## config.mk

```make
export PLATFORM = sky130hd
export DESIGN_NAME = lsb_first_bit_packer_with_escape_code
export DESIGN_NICKNAME = d
export VERILOG_FILES = /design/src/rtl/lbpe_pkg.sv /design/src/rtl/lbpe_seq.sv /design/src/rtl/lsb_first_bit_packer_with_escape_code.sv
export SDC_FILE = /design/constraint.sdc
export NUM_CORES = 1
export LEC_CHECK = 0
export BUFFER_PORTS_ARGS = -buffer_cell sky130_fd_sc_hd__buf_2
export CAP_MARGIN = 20
export CORE_MARGIN = 2
export CORE_UTILIZATION = 51
export CTS_CLUSTER_SIZE = 14
export DETAILED_ROUTE_END_ITERATION = 6
export GPL_TIMING_DRIVEN = 0
export PLACE_DENSITY_LB_ADDON = 0.2
export SYNTH_ARGS = -nofsm -noshare
export SYNTH_HDL_FRONTEND = slang
export SYNTH_HIERARCHICAL = 1
export SYNTH_SLANG_ARGS = --single-unit
```

## constraint.sdc

```tcl
create_clock -name clk -period 13.8 [get_ports clk]
set_clock_uncertainty 0.05 [all_clocks]
set_input_delay 2.07 -clock clk [delete_from_list [all_inputs] [get_ports clk]]
set_output_delay 2.07 -clock clk [all_outputs]
set_load 0.01 [all_outputs]
```

## src/rtl/lbpe_pkg.sv

```systemverilog
// shared types, codes and the control program for the lsb-first bit packer
// used by lbpe_seq and lsb_first_bit_packer_with_escape_code; no dependencies
package lbpe_pkg;

	// stream commands
	localparam logic [1:0] CMD_RAW    = 2'd0;
	localparam logic [1:0] CMD_PACKED = 2'd1;
	localparam logic [1:0] CMD_ALIGN  = 2'd2;
	localparam logic [1:0] CMD_REWIND = 2'd3;

	// register indexes on the config port
	localparam logic REG_BYTE_ALIGNED = 1'b0;
	localparam logic REG_MAX_BYTES    = 1'b1;

	localparam logic [23:0] MaxBytesReset = 24'd4096;
	localparam int          ResDepth      = 9;
	localparam logic [3:0]  MaxResults    = 4'd9;

	// datapath operations, one per control word
	typedef logic [2:0] op_t;
	localparam op_t OP_WAIT   = 3'd0;
	localparam op_t OP_RAWLD  = 3'd1;
	localparam op_t OP_PKLD   = 3'd2;
	localparam op_t OP_PKSEG  = 3'd3;
	localparam op_t OP_ALN    = 3'd4;
	localparam op_t OP_PUT    = 3'd5;
	localparam op_t OP_EMIT   = 3'd6;
	localparam op_t OP_RWD    = 3'd7;

	// sequencing conditions
	typedef logic [2:0] cond_t;
	localparam cond_t C_NEXT     = 3'd0;
	localparam cond_t C_DISPATCH = 3'd1;
	localparam cond_t C_PUT      = 3'd2;
	localparam cond_t C_FILL     = 3'd3;
	localparam cond_t C_EMIT     = 3'd4;

	// program steps
	typedef logic [3:0] pc_t;
	localparam pc_t PC_WAIT    = 4'd0;
	localparam pc_t PC_RAWLD   = 4'd1;
	localparam pc_t PC_RAWPUT  = 4'd2;
	localparam pc_t PC_PKLD    = 4'd3;
	localparam pc_t PC_PKSEG   = 4'd4;
	localparam pc_t PC_PKPUT   = 4'd5;
	localparam pc_t PC_ALIGN   = 4'd6;
	localparam pc_t PC_EMIT    = 4'd7;
	localparam pc_t PC_REWIND  = 4'd8;

	typedef struct packed {
		op_t   op;
		cond_t cond;
		pc_t   nxt;
		pc_t   alt;
	} ctrl_t;

	// status from the datapath back to the sequencer
	typedef struct packed {
		logic       in_fire;
		logic [1:0] cmd;
		logic       byte_aligned;
		logic       put_done;
		logic       last_seg;
		logic       fill_zero;
		logic       out_done;
	} stat_t;

	// control store: one word per step
	function automatic ctrl_t lbpe_rom(input pc_t pc);
		ctrl_t w;
		unique case (pc)
			PC_WAIT:   w = '{OP_WAIT,  C_DISPATCH, PC_WAIT,   PC_WAIT};
			PC_RAWLD:  w = '{OP_RAWLD, C_NEXT,     PC_RAWPUT, PC_RAWPUT};
			PC_RAWPUT: w = '{OP_PUT,   C_PUT,      PC_EMIT,   PC_EMIT};
			PC_PKLD:   w = '{OP_PKLD,  C_NEXT,     PC_PKSEG,  PC_PKSEG};
			PC_PKSEG:  w = '{OP_PKSEG, C_NEXT,     PC_PKPUT,  PC_PKPUT};
			PC_PKPUT:  w = '{OP_PUT,   C_PUT,      PC_PKSEG,  PC_EMIT};
			PC_ALIGN:  w = '{OP_ALN,   C_FILL,     PC_RAWPUT, PC_EMIT};
			PC_EMIT:   w = '{OP_EMIT,  C_EMIT,     PC_WAIT,   PC_WAIT};
			PC_REWIND: w = '{OP_RWD,   C_NEXT,     PC_EMIT,   PC_EMIT};
			default:   w = '{OP_WAIT,  C_NEXT,     PC_WAIT,   PC_WAIT};
		endcase
		return w;
	endfunction

endpackage

```

## src/rtl/lbpe_seq.sv

```systemverilog
// step counter and control store walker for the bit packer
// depends on lbpe_pkg for the program, control word and status types
module lbpe_seq (
	input  logic           clk,
	input  logic           arst_n,
	input  lbpe_pkg::stat_t stat,
	output lbpe_pkg::ctrl_t ctrl
);
	import lbpe_pkg::*;

	pc_t pc_q;
	pc_t pc_d;

	assign ctrl = lbpe_rom(pc_q);

	// next step selection
	always_comb begin
		pc_d = pc_q;
		unique case (ctrl.cond)
			C_NEXT: pc_d = ctrl.nxt;
			C_DISPATCH: begin
				if (stat.in_fire) begin
					unique case (stat.cmd)
						CMD_RAW:    pc_d = PC_RAWLD;
						CMD_PACKED: pc_d = stat.byte_aligned ? PC_RAWLD : PC_PKLD;
						CMD_ALIGN:  pc_d = PC_ALIGN;
						CMD_REWIND: pc_d = PC_REWIND;
						default:    pc_d = PC_WAIT;
					endcase
				end
			end
			C_PUT: begin
				if (stat.put_done)
					pc_d = stat.last_seg ? ctrl.alt : ctrl.nxt;
			end
			C_FILL: pc_d = stat.fill_zero ? ctrl.alt : ctrl.nxt;
			C_EMIT: begin
				if (stat.out_done)
					pc_d = ctrl.nxt;
			end
			default: pc_d = PC_WAIT;
		endcase
	end

	// step counter
	always_ff @(posedge clk or negedge arst_n) begin
		if (!arst_n)
			pc_q <= PC_WAIT;
		else
			pc_q <= pc_d;
	end

endmodule

```

## src/rtl/lsb_first_bit_packer_with_escape_code.sv

```systemverilog
// Packs fields into an LSB-first byte stream with an escape-coded packed write. One input
// beat is taken at a time: it is accepted, then loaded (plus one step per escape
// segment for packed writes), merged in chunks of up to 8 bits by the bit merger, then
// sent as output beats (completed bytes of the item, at least one), held while the
// receiver stalls. The rate is set by the single 8-bit merge unit, stepped by the microcode
// sequencer. There is no clearing pass after reset. All results of an item are gathered
// before the first one leaves, since every result carries the item's bit count.
module lsb_first_bit_packer_with_escape_code (
	input  logic        clk,
	input  logic        arst_n,
	// input stream
	input  logic        s_tvalid,
	output logic        s_tready,
	input  logic [71:0] s_tdata,  // width[6:0], value[70:7], zero[71]
	input  logic [1:0]  s_tuser,  // command[1:0]
	// output stream
	output logic        m_tvalid,
	input  logic        m_tready,
	output logic [15:0] m_tdata,  // out_byte[7:0], overflow[8], bits_written[15:9]
	output logic        m_tuser,  // byte_valid
	output logic        m_tlast,
	// config port
	input  logic        psel,
	input  logic        penable,
	input  logic        pwrite,
	input  logic [2:0]  paddr,
	input  logic [31:0] pwdata,
	output logic [31:0] prdata,
	output logic        pready
);
	import lbpe_pkg::*;

	ctrl_t ctrl;
	stat_t stat;

	// config registers
	logic        ba_q;
	logic [23:0] max_q;

	// stream state
	logic [7:0]  pb_q;
	logic [2:0]  fill_q;
	logic [23:0] cnt_q;
	logic        ovf_q;

	// latched beat and work registers
	logic [1:0]  cmd_q;
	logic [6:0]  w_q;
	logic [63:0] val_q;
	logic [63:0] sh_q;
	logic [6:0]  n_q;
	logic [31:0] pv_q;
	logic [5:0]  pw_q;
	logic        last_seg_q;

	// result buffer
	logic [7:0]          rb_q [ResDepth];
	logic [ResDepth-1:0] ro_q;
	logic [3:0]          rn_q;
	logic [3:0]          oi_q;
	logic [6:0]          ib_q;

	logic in_fire;
	logic out_fire;
	logic out_last;
	logic cfg_wr;

	lbpe_seq u_seq (
		.clk    (clk),
		.arst_n (arst_n),
		.stat   (stat),
		.ctrl   (ctrl)
	);

	// handshakes
	assign s_tready = (ctrl.op == OP_WAIT);
	assign in_fire  = s_tvalid & s_tready;
	assign m_tvalid = (ctrl.op == OP_EMIT);
	assign out_fire = m_tvalid & m_tready;
	assign out_last = (rn_q == 4'd0) || (oi_q == rn_q - 4'd1);

	// output beat
	assign m_tuser = (rn_q != 4'd0);
	assign m_tlast = out_last;
	assign m_tdata = {ib_q,
		(rn_q == 4'd0) ? ovf_q : ro_q[oi_q],
		(rn_q == 4'd0) ? 8'd0 : rb_q[oi_q]};

	// config access, register picked by paddr[2]
	assign pready = 1'b1;
	assign cfg_wr = psel & penable & pwrite & pready;
	assign prdata = (paddr[2] == REG_MAX_BYTES) ? {8'd0, max_q} : {31'd0, ba_q};

	// raw write load: clamp, mask and round in byte mode
	logic [6:0]  rw_w;
	logic [63:0] rw_v;
	logic [63:0] rw_mask;
	logic [6:0]  rw_up;
	always_comb begin
		if (cmd_q == CMD_PACKED) begin
			rw_w = 7'd32;
			rw_v = {32'd0, val_q[31:0]};
		end else begin
			rw_w = (w_q > 7'd64) ? 7'd64 : w_q;
			rw_v = val_q;
		end
		rw_mask = rw_w[6] ? {64{1'b1}} : ~({64{1'b1}} << rw_w[5:0]);
		rw_up   = rw_w + 7'd7;
	end

	// escape segment: ones marker and next width
	logic [31:0] pk_ones;
	logic        pk_full;
	logic        pk_final;
	logic [5:0]  pk_w2;
	logic [5:0]  pk_start;
	assign pk_ones  = ~(32'hFFFF_FFFF << pw_q[4:0]);
	assign pk_full  = pw_q[5];
	assign pk_final = pk_full || (pv_q < pk_ones);
	assign pk_w2    = pw_q[4] ? 6'd32 : {pw_q[4:0], 1'b0};
	assign pk_start = (w_q > 7'd32) ? 6'd32 : ((w_q == 7'd0) ? 6'd1 : w_q[5:0]);

	// bit merger: one chunk up to the next byte boundary
	logic [3:0]  room;
	logic [3:0]  take;
	logic [3:0]  fsum;
	logic        full;
	logic [7:0]  chunk;
	logic [7:0]  merged;
	logic [23:0] cnt_inc;
	logic        cnt_ge;
	logic        inc_ge;
	logic        put_skip;
	logic        put_abort;
	logic        put_step;
	logic        put_emit;
	logic        put_done;
	always_comb begin
		room      = 4'd8 - {1'b0, fill_q};
		take      = (n_q < {3'd0, room}) ? n_q[3:0] : room;
		fsum      = {1'b0, fill_q} + take;
		full      = fsum[3];
		chunk     = sh_q[7:0] & ~(8'hFF << take);
		merged    = pb_q | (chunk << fill_q);
		cnt_inc   = cnt_q + 24'd1;
		cnt_ge    = (cnt_q >= max_q);
		inc_ge    = (cnt_inc >= max_q);
		put_skip  = ovf_q | cnt_ge | (n_q == 7'd0);
		put_abort = !put_skip && full && (rn_q >= MaxResults);
		put_step  = !put_skip && !put_abort;
		put_emit  = put_step && full;
		put_done  = put_skip | put_abort |
			(put_step && ((n_q == {3'd0, take}) || (full && inc_ge)));
	end

	// status to the sequencer
	always_comb begin
		stat.in_fire      = in_fire;
		stat.cmd          = s_tuser;
		stat.byte_aligned = ba_q;
		stat.put_done     = put_done;
		stat.last_seg     = last_seg_q;
		stat.fill_zero    = (fill_q == 3'd0);
		stat.out_done     = out_fire & out_last;
	end

	// control and stream state
	always_ff @(posedge clk or negedge arst_n) begin
		if (!arst_n) begin
			ba_q   <= 1'b0;
			max_q  <= MaxBytesReset;
			pb_q   <= 8'd0;
			fill_q <= 3'd0;
			cnt_q  <= 24'd0;
			ovf_q  <= 1'b0;
			rn_q   <= 4'd0;
			oi_q   <= 4'd0;
			ib_q   <= 7'd0;
		end else begin
			if (cfg_wr) begin
				if (paddr[2] == REG_BYTE_ALIGNED)
					ba_q <= pwdata[0];
				else
					max_q <= pwdata[23:0];
			end
			case (ctrl.op)
				OP_WAIT: begin
					if (in_fire) begin
						rn_q <= 4'd0;
						oi_q <= 4'd0;
						ib_q <= 7'd0;
					end
				end
				OP_RWD: begin
					pb_q   <= 8'd0;
					fill_q <= 3'd0;
					cnt_q  <= 24'd0;
					ovf_q  <= 1'b0;
				end
				OP_PUT: begin
					if (!ovf_q && cnt_ge) begin
						ovf_q <= 1'b1;
					end else if (put_abort) begin
						// result buffer full: drop the partial byte and stop
						ovf_q  <= 1'b1;
						ib_q   <= ib_q - {4'd0, fill_q};
						pb_q   <= 8'd0;
						fill_q <= 3'd0;
					end else if (put_step) begin
						ib_q <= ib_q + {3'd0, take};
						if (full) begin
							cnt_q  <= cnt_inc;
							ovf_q  <= inc_ge;
							rn_q   <= rn_q + 4'd1;
							pb_q   <= 8'd0;
							fill_q <= 3'd0;
						end else begin
							pb_q   <= merged;
							fill_q <= fsum[2:0];
						end
					end
				end
				OP_EMIT: begin
					if (out_fire)
						oi_q <= oi_q + 4'd1;
				end
				default: ;
			endcase
		end
	end

	// work registers and result buffer
	always_ff @(posedge clk) begin
		if (in_fire) begin
			cmd_q <= s_tuser;
			w_q   <= s_tdata[6:0];
			val_q <= s_tdata[70:7];
		end
		case (ctrl.op)
			OP_RAWLD: begin
				sh_q       <= ba_q ? (rw_v & rw_mask) : rw_v;
				n_q        <= ba_q ? {rw_up[6:3], 3'd0} : rw_w;
				last_seg_q <= 1'b1;
			end
			OP_PKLD: begin
				pv_q <= val_q[31:0];
				pw_q <= pk_start;
			end
			OP_PKSEG: begin
				n_q        <= pk_full ? 7'd32 : {1'b0, pw_q};
				last_seg_q <= pk_final;
				if (pk_final) begin
					sh_q <= {32'd0, pv_q};
				end else begin
					// escape marker, then move on at the doubled width, capped at 32
					sh_q <= {32'd0, pk_ones};
					pv_q <= pv_q - pk_ones;
					pw_q <= pk_w2;
				end
			end
			OP_ALN: begin
				sh_q       <= 64'd0;
				n_q        <= {3'd0, room};
				last_seg_q <= 1'b1;
			end
			OP_PUT: begin
				if (put_step) begin
					sh_q <= sh_q >> take;
					n_q  <= n_q - {3'd0, take};
				end
				if (put_emit) begin
					rb_q[rn_q] <= merged;
					ro_q[rn_q] <= inc_ge;
				end
				if (put_abort)
					ro_q[rn_q - 4'd1] <= 1'b1;
			end
			default: ;
		endcase
	end

`ifndef SYNTHESIS
	a_rn_bound: assert property (@(posedge clk) disable iff (!arst_n)
		rn_q <= MaxResults)
		else $error("result count beyond buffer depth");

	a_emit_clears: assert property (@(posedge clk) disable iff (!arst_n)
		(ctrl.op == OP_PUT && put_emit) |=> (fill_q == 3'd0))
		else $error("partial byte not cleared after emission");

	a_ovf_no_growth: assert property (@(posedge clk) disable iff (!arst_n)
		(ctrl.op == OP_PUT && ovf_q) |=> $stable(rn_q))
		else $error("byte emitted while overflow set");

	a_sides_apart: assert property (@(posedge clk) disable iff (!arst_n)
		!(s_tready && m_tvalid))
		else $error("input taken while results pending");
`endif

endmodule

```

==> flow_summary.json <==
{
  "ir_drop_uv": 166,
  "min_period_ns": 7.43,
  "fin_hold_ws_ns": 0.432,
  "avgViaCountPerCell": 6.31,
  "gp_congestion": 1.00,
  "required_ns": 14.22,
  "row_count": 78,
  "hold-path-endpoint": "ib_q[6]",
  "period_share": 0.538,
  "end_kind": "flip-flop",
  "cts.clk_slew.worst_paths_ns": 0.06,
  "worstReg2RegEnd": "ib_q[6]",
  "worstRegToRegCells": 28,
  "core_area_um2": 45200,
  "syn-cell-area_um2": 23300,
  "grt-ovfl-total": 0,
  "syn_inst": 2388,
  "fin_nets": 2827,
  "setup_violations": 0,
  "dp_hpwl_mm": 63.9,
  "grt_pass1_vias": 20102,
  "drc": 0,
  "crit_buf_inv": 4,
  "dr.pass1.iters": 7,
  "drive_gt1_frac": 0.151,
  "final_max_slew_viol_count": 0,
  "ios": 169,
  "hold_start": "ib_q[6]",
  "maxCapViolCount": 0,
  "drt-initial-drc-count": 2231,
  "diodes": 0,
  "antenna_found_initial": 0,
  "cts_tree": "done",
  "dp_slack_ns": 6.53,
  "die_area_um2": 47300,
  "rsz0062_at_grt": "no",
  "crit_type": "flip-flop to flip-flop",
  "synth_warnings": 6,
  "fin_setup_tns_ns": 0,
  "clockBufferDepth": 3,
  "syn2layout_area_growth_pct": 13.2,
  "r2r-start": "fill_q[1]",
  "power_leakage_nw": 10.8,
  "fp.dieW_um": 218,
  "clock_latency_ns": 0.60,
  "outcome": "complete, no violations",
  "r2r_slack_ns": 6.37,
  "fillCellCount": 3970,
  "clkSinkCount": 344,
  "cts_setup_buffers": 0,
  "cp_slowest_cell": "clkbuf_1",
  "wl_mm": 82.8,
  "setup_slack_ns": 6.37,
  "max_slew.worst_pin.slew_ns": 1.12,
  "ant_nets": 0,
  "vias": 20366,
  "path_max_fanout": 12,
  "grt_pass1_wl_mm": 123,
  "port_buffers": 147,
  "fp.dieH_um": 218,
  "start_kind": "flip-flop",
  "cpPeakStageDelay_ns": 0.71,
  "grt_max_degree": 62,
  "worstPathArrival_ns": 7.85,
  "syn_avg_cell_area_um2": 9.74,
  "fin_cells": 3226,
  "powerDensity_nw_per_um2": 271,
  "dp.cells": 3150,
  "fmax_mhz": 135,
  "track_usage": 0.346,
  "root_buffer": "clkbuf_16",
  "wire_per_inst_um": 25.7,
  "start_util": 0.515,
  "cpLargestDelayFamily": "buffers and inverters",
  "hold_viol": 0,
  "cts_resized": 0,
  "hp-class": "flip-flop to flip-flop",
  "holdPathStages": 1,
  "holdBufCountCts": 0,
  "cts_htree_levels": 2,
  "slew_headroom": 0.249,
  "numCtsBuffers": 42
}
through the flow:
step | total power, mW | util | instance area [um^2]
6_report | 7.13 | 0.583 | 26300
2_1_floorplan | 4.50 | - | 23300
3_5_place_dp | 5.88 | 0.552 | 24900
3_3_place_gp | 5.79 | 0.548 | 24800
5_1_grt | 7.51 | 0.583 | 26300
4_1_cts | 7.03 | 0.583 | 26300
layout make-up:
cell class | count | area, um^2 | share of cell area
inverters | 77 | 294 | 0.0112
flip-flops and latches | 344 | 9930 | 0.377
well taps | 600 | 751 | 0.0285
multi-input cells | 1822 | 12400 | 0.470
plain buffers | 152 | 726 | 0.0275
clock inverters | 24 | 290 | 0.0110
clock buffers | 52 | 1110 | 0.0421
repair buffers | 155 | 872 | 0.0331
report_power, final:
group	internal, mW	leakage (nW)	switching, mW	total (mW)
registers	1.68	3.53	0.307	1.99
logic	1.35	6.57	2.66	4.02
clock network	0.656	0.662	0.469	1.12
placed cells by master, fill, tap and decap left out, drive strengths merged, types with 40 or more instances in the layout:
| master | count |
|---|---|
| buf | 215 |
| a21o | 40 |
| nand2 | 313 |
| nor2 | 156 |
| o21ai | 200 |
| dfrtp | 79 |
| mux2 | 59 |
| a21oi | 127 |
| edfxtp | 264 |
| nand3 | 94 |
| clkbuf | 144 |
| xor2 | 40 |
| inv | 80 |
| ha | 113 |
| mux2i | 119 |
| and2 | 43 |
sequential cells by signal, summed over array words and instances (netlist names), 2 cells and up:
register	count
rb_q	72
sh_q	64
val_q	64
pv_q	32
cnt_q	24
max_q	24
ro_q	9
pb_q	8
ib_q	7
n_q	7
w_q	7
pw_q	6
oi_q	4
rn_q	4
u_seq/pc_q	4
fill_q	3
cmd_q	2
worst register-to-register path: cells and delay by family, from the launching register on:
family,cells,cell delay (ns)
buffers and inverters,4,1.80
AND/OR/NAND/NOR,8,1.63
AO/OA/AOI/OAI,9,1.48
adder cells (fa/ha/maj),4,1.04
multiplexers,1,0.45
XOR/XNOR,2,0.44
flip-flops,1,0.41
layer usage:
metal  GRT usage  share of wire
met1       0.441           0.41
met3      0.0635          0.074
met4       0.147          0.045
met2       0.577           0.48
met5           0              0
how the worst max path moves through the flow:
| stage | from | endpoint | slack, ns | cells after the start |
|---|---|---|---|---|
| 6_report | fill_q[1] | ib_q[6] | 6.37 | 28 |
| 5_1_grt | fill_q[1] | ib_q[6] | 5.99 | 28 |
| 4_1_cts | fill_q[1] | ib_q[6] | 6.50 | 28 |
| 3_5_place_dp | fill_q[1] | ib_q[6] | 6.53 | 28 |
| 3_3_place_gp | fill_q[1] | rb_q[3][1] | 5.73 | 18 |
| 2_1_floorplan | fill_q[1] | ib_q[6] | 8.11 | 27 |
Note: power is estimated with default switching activity, not from simulation.
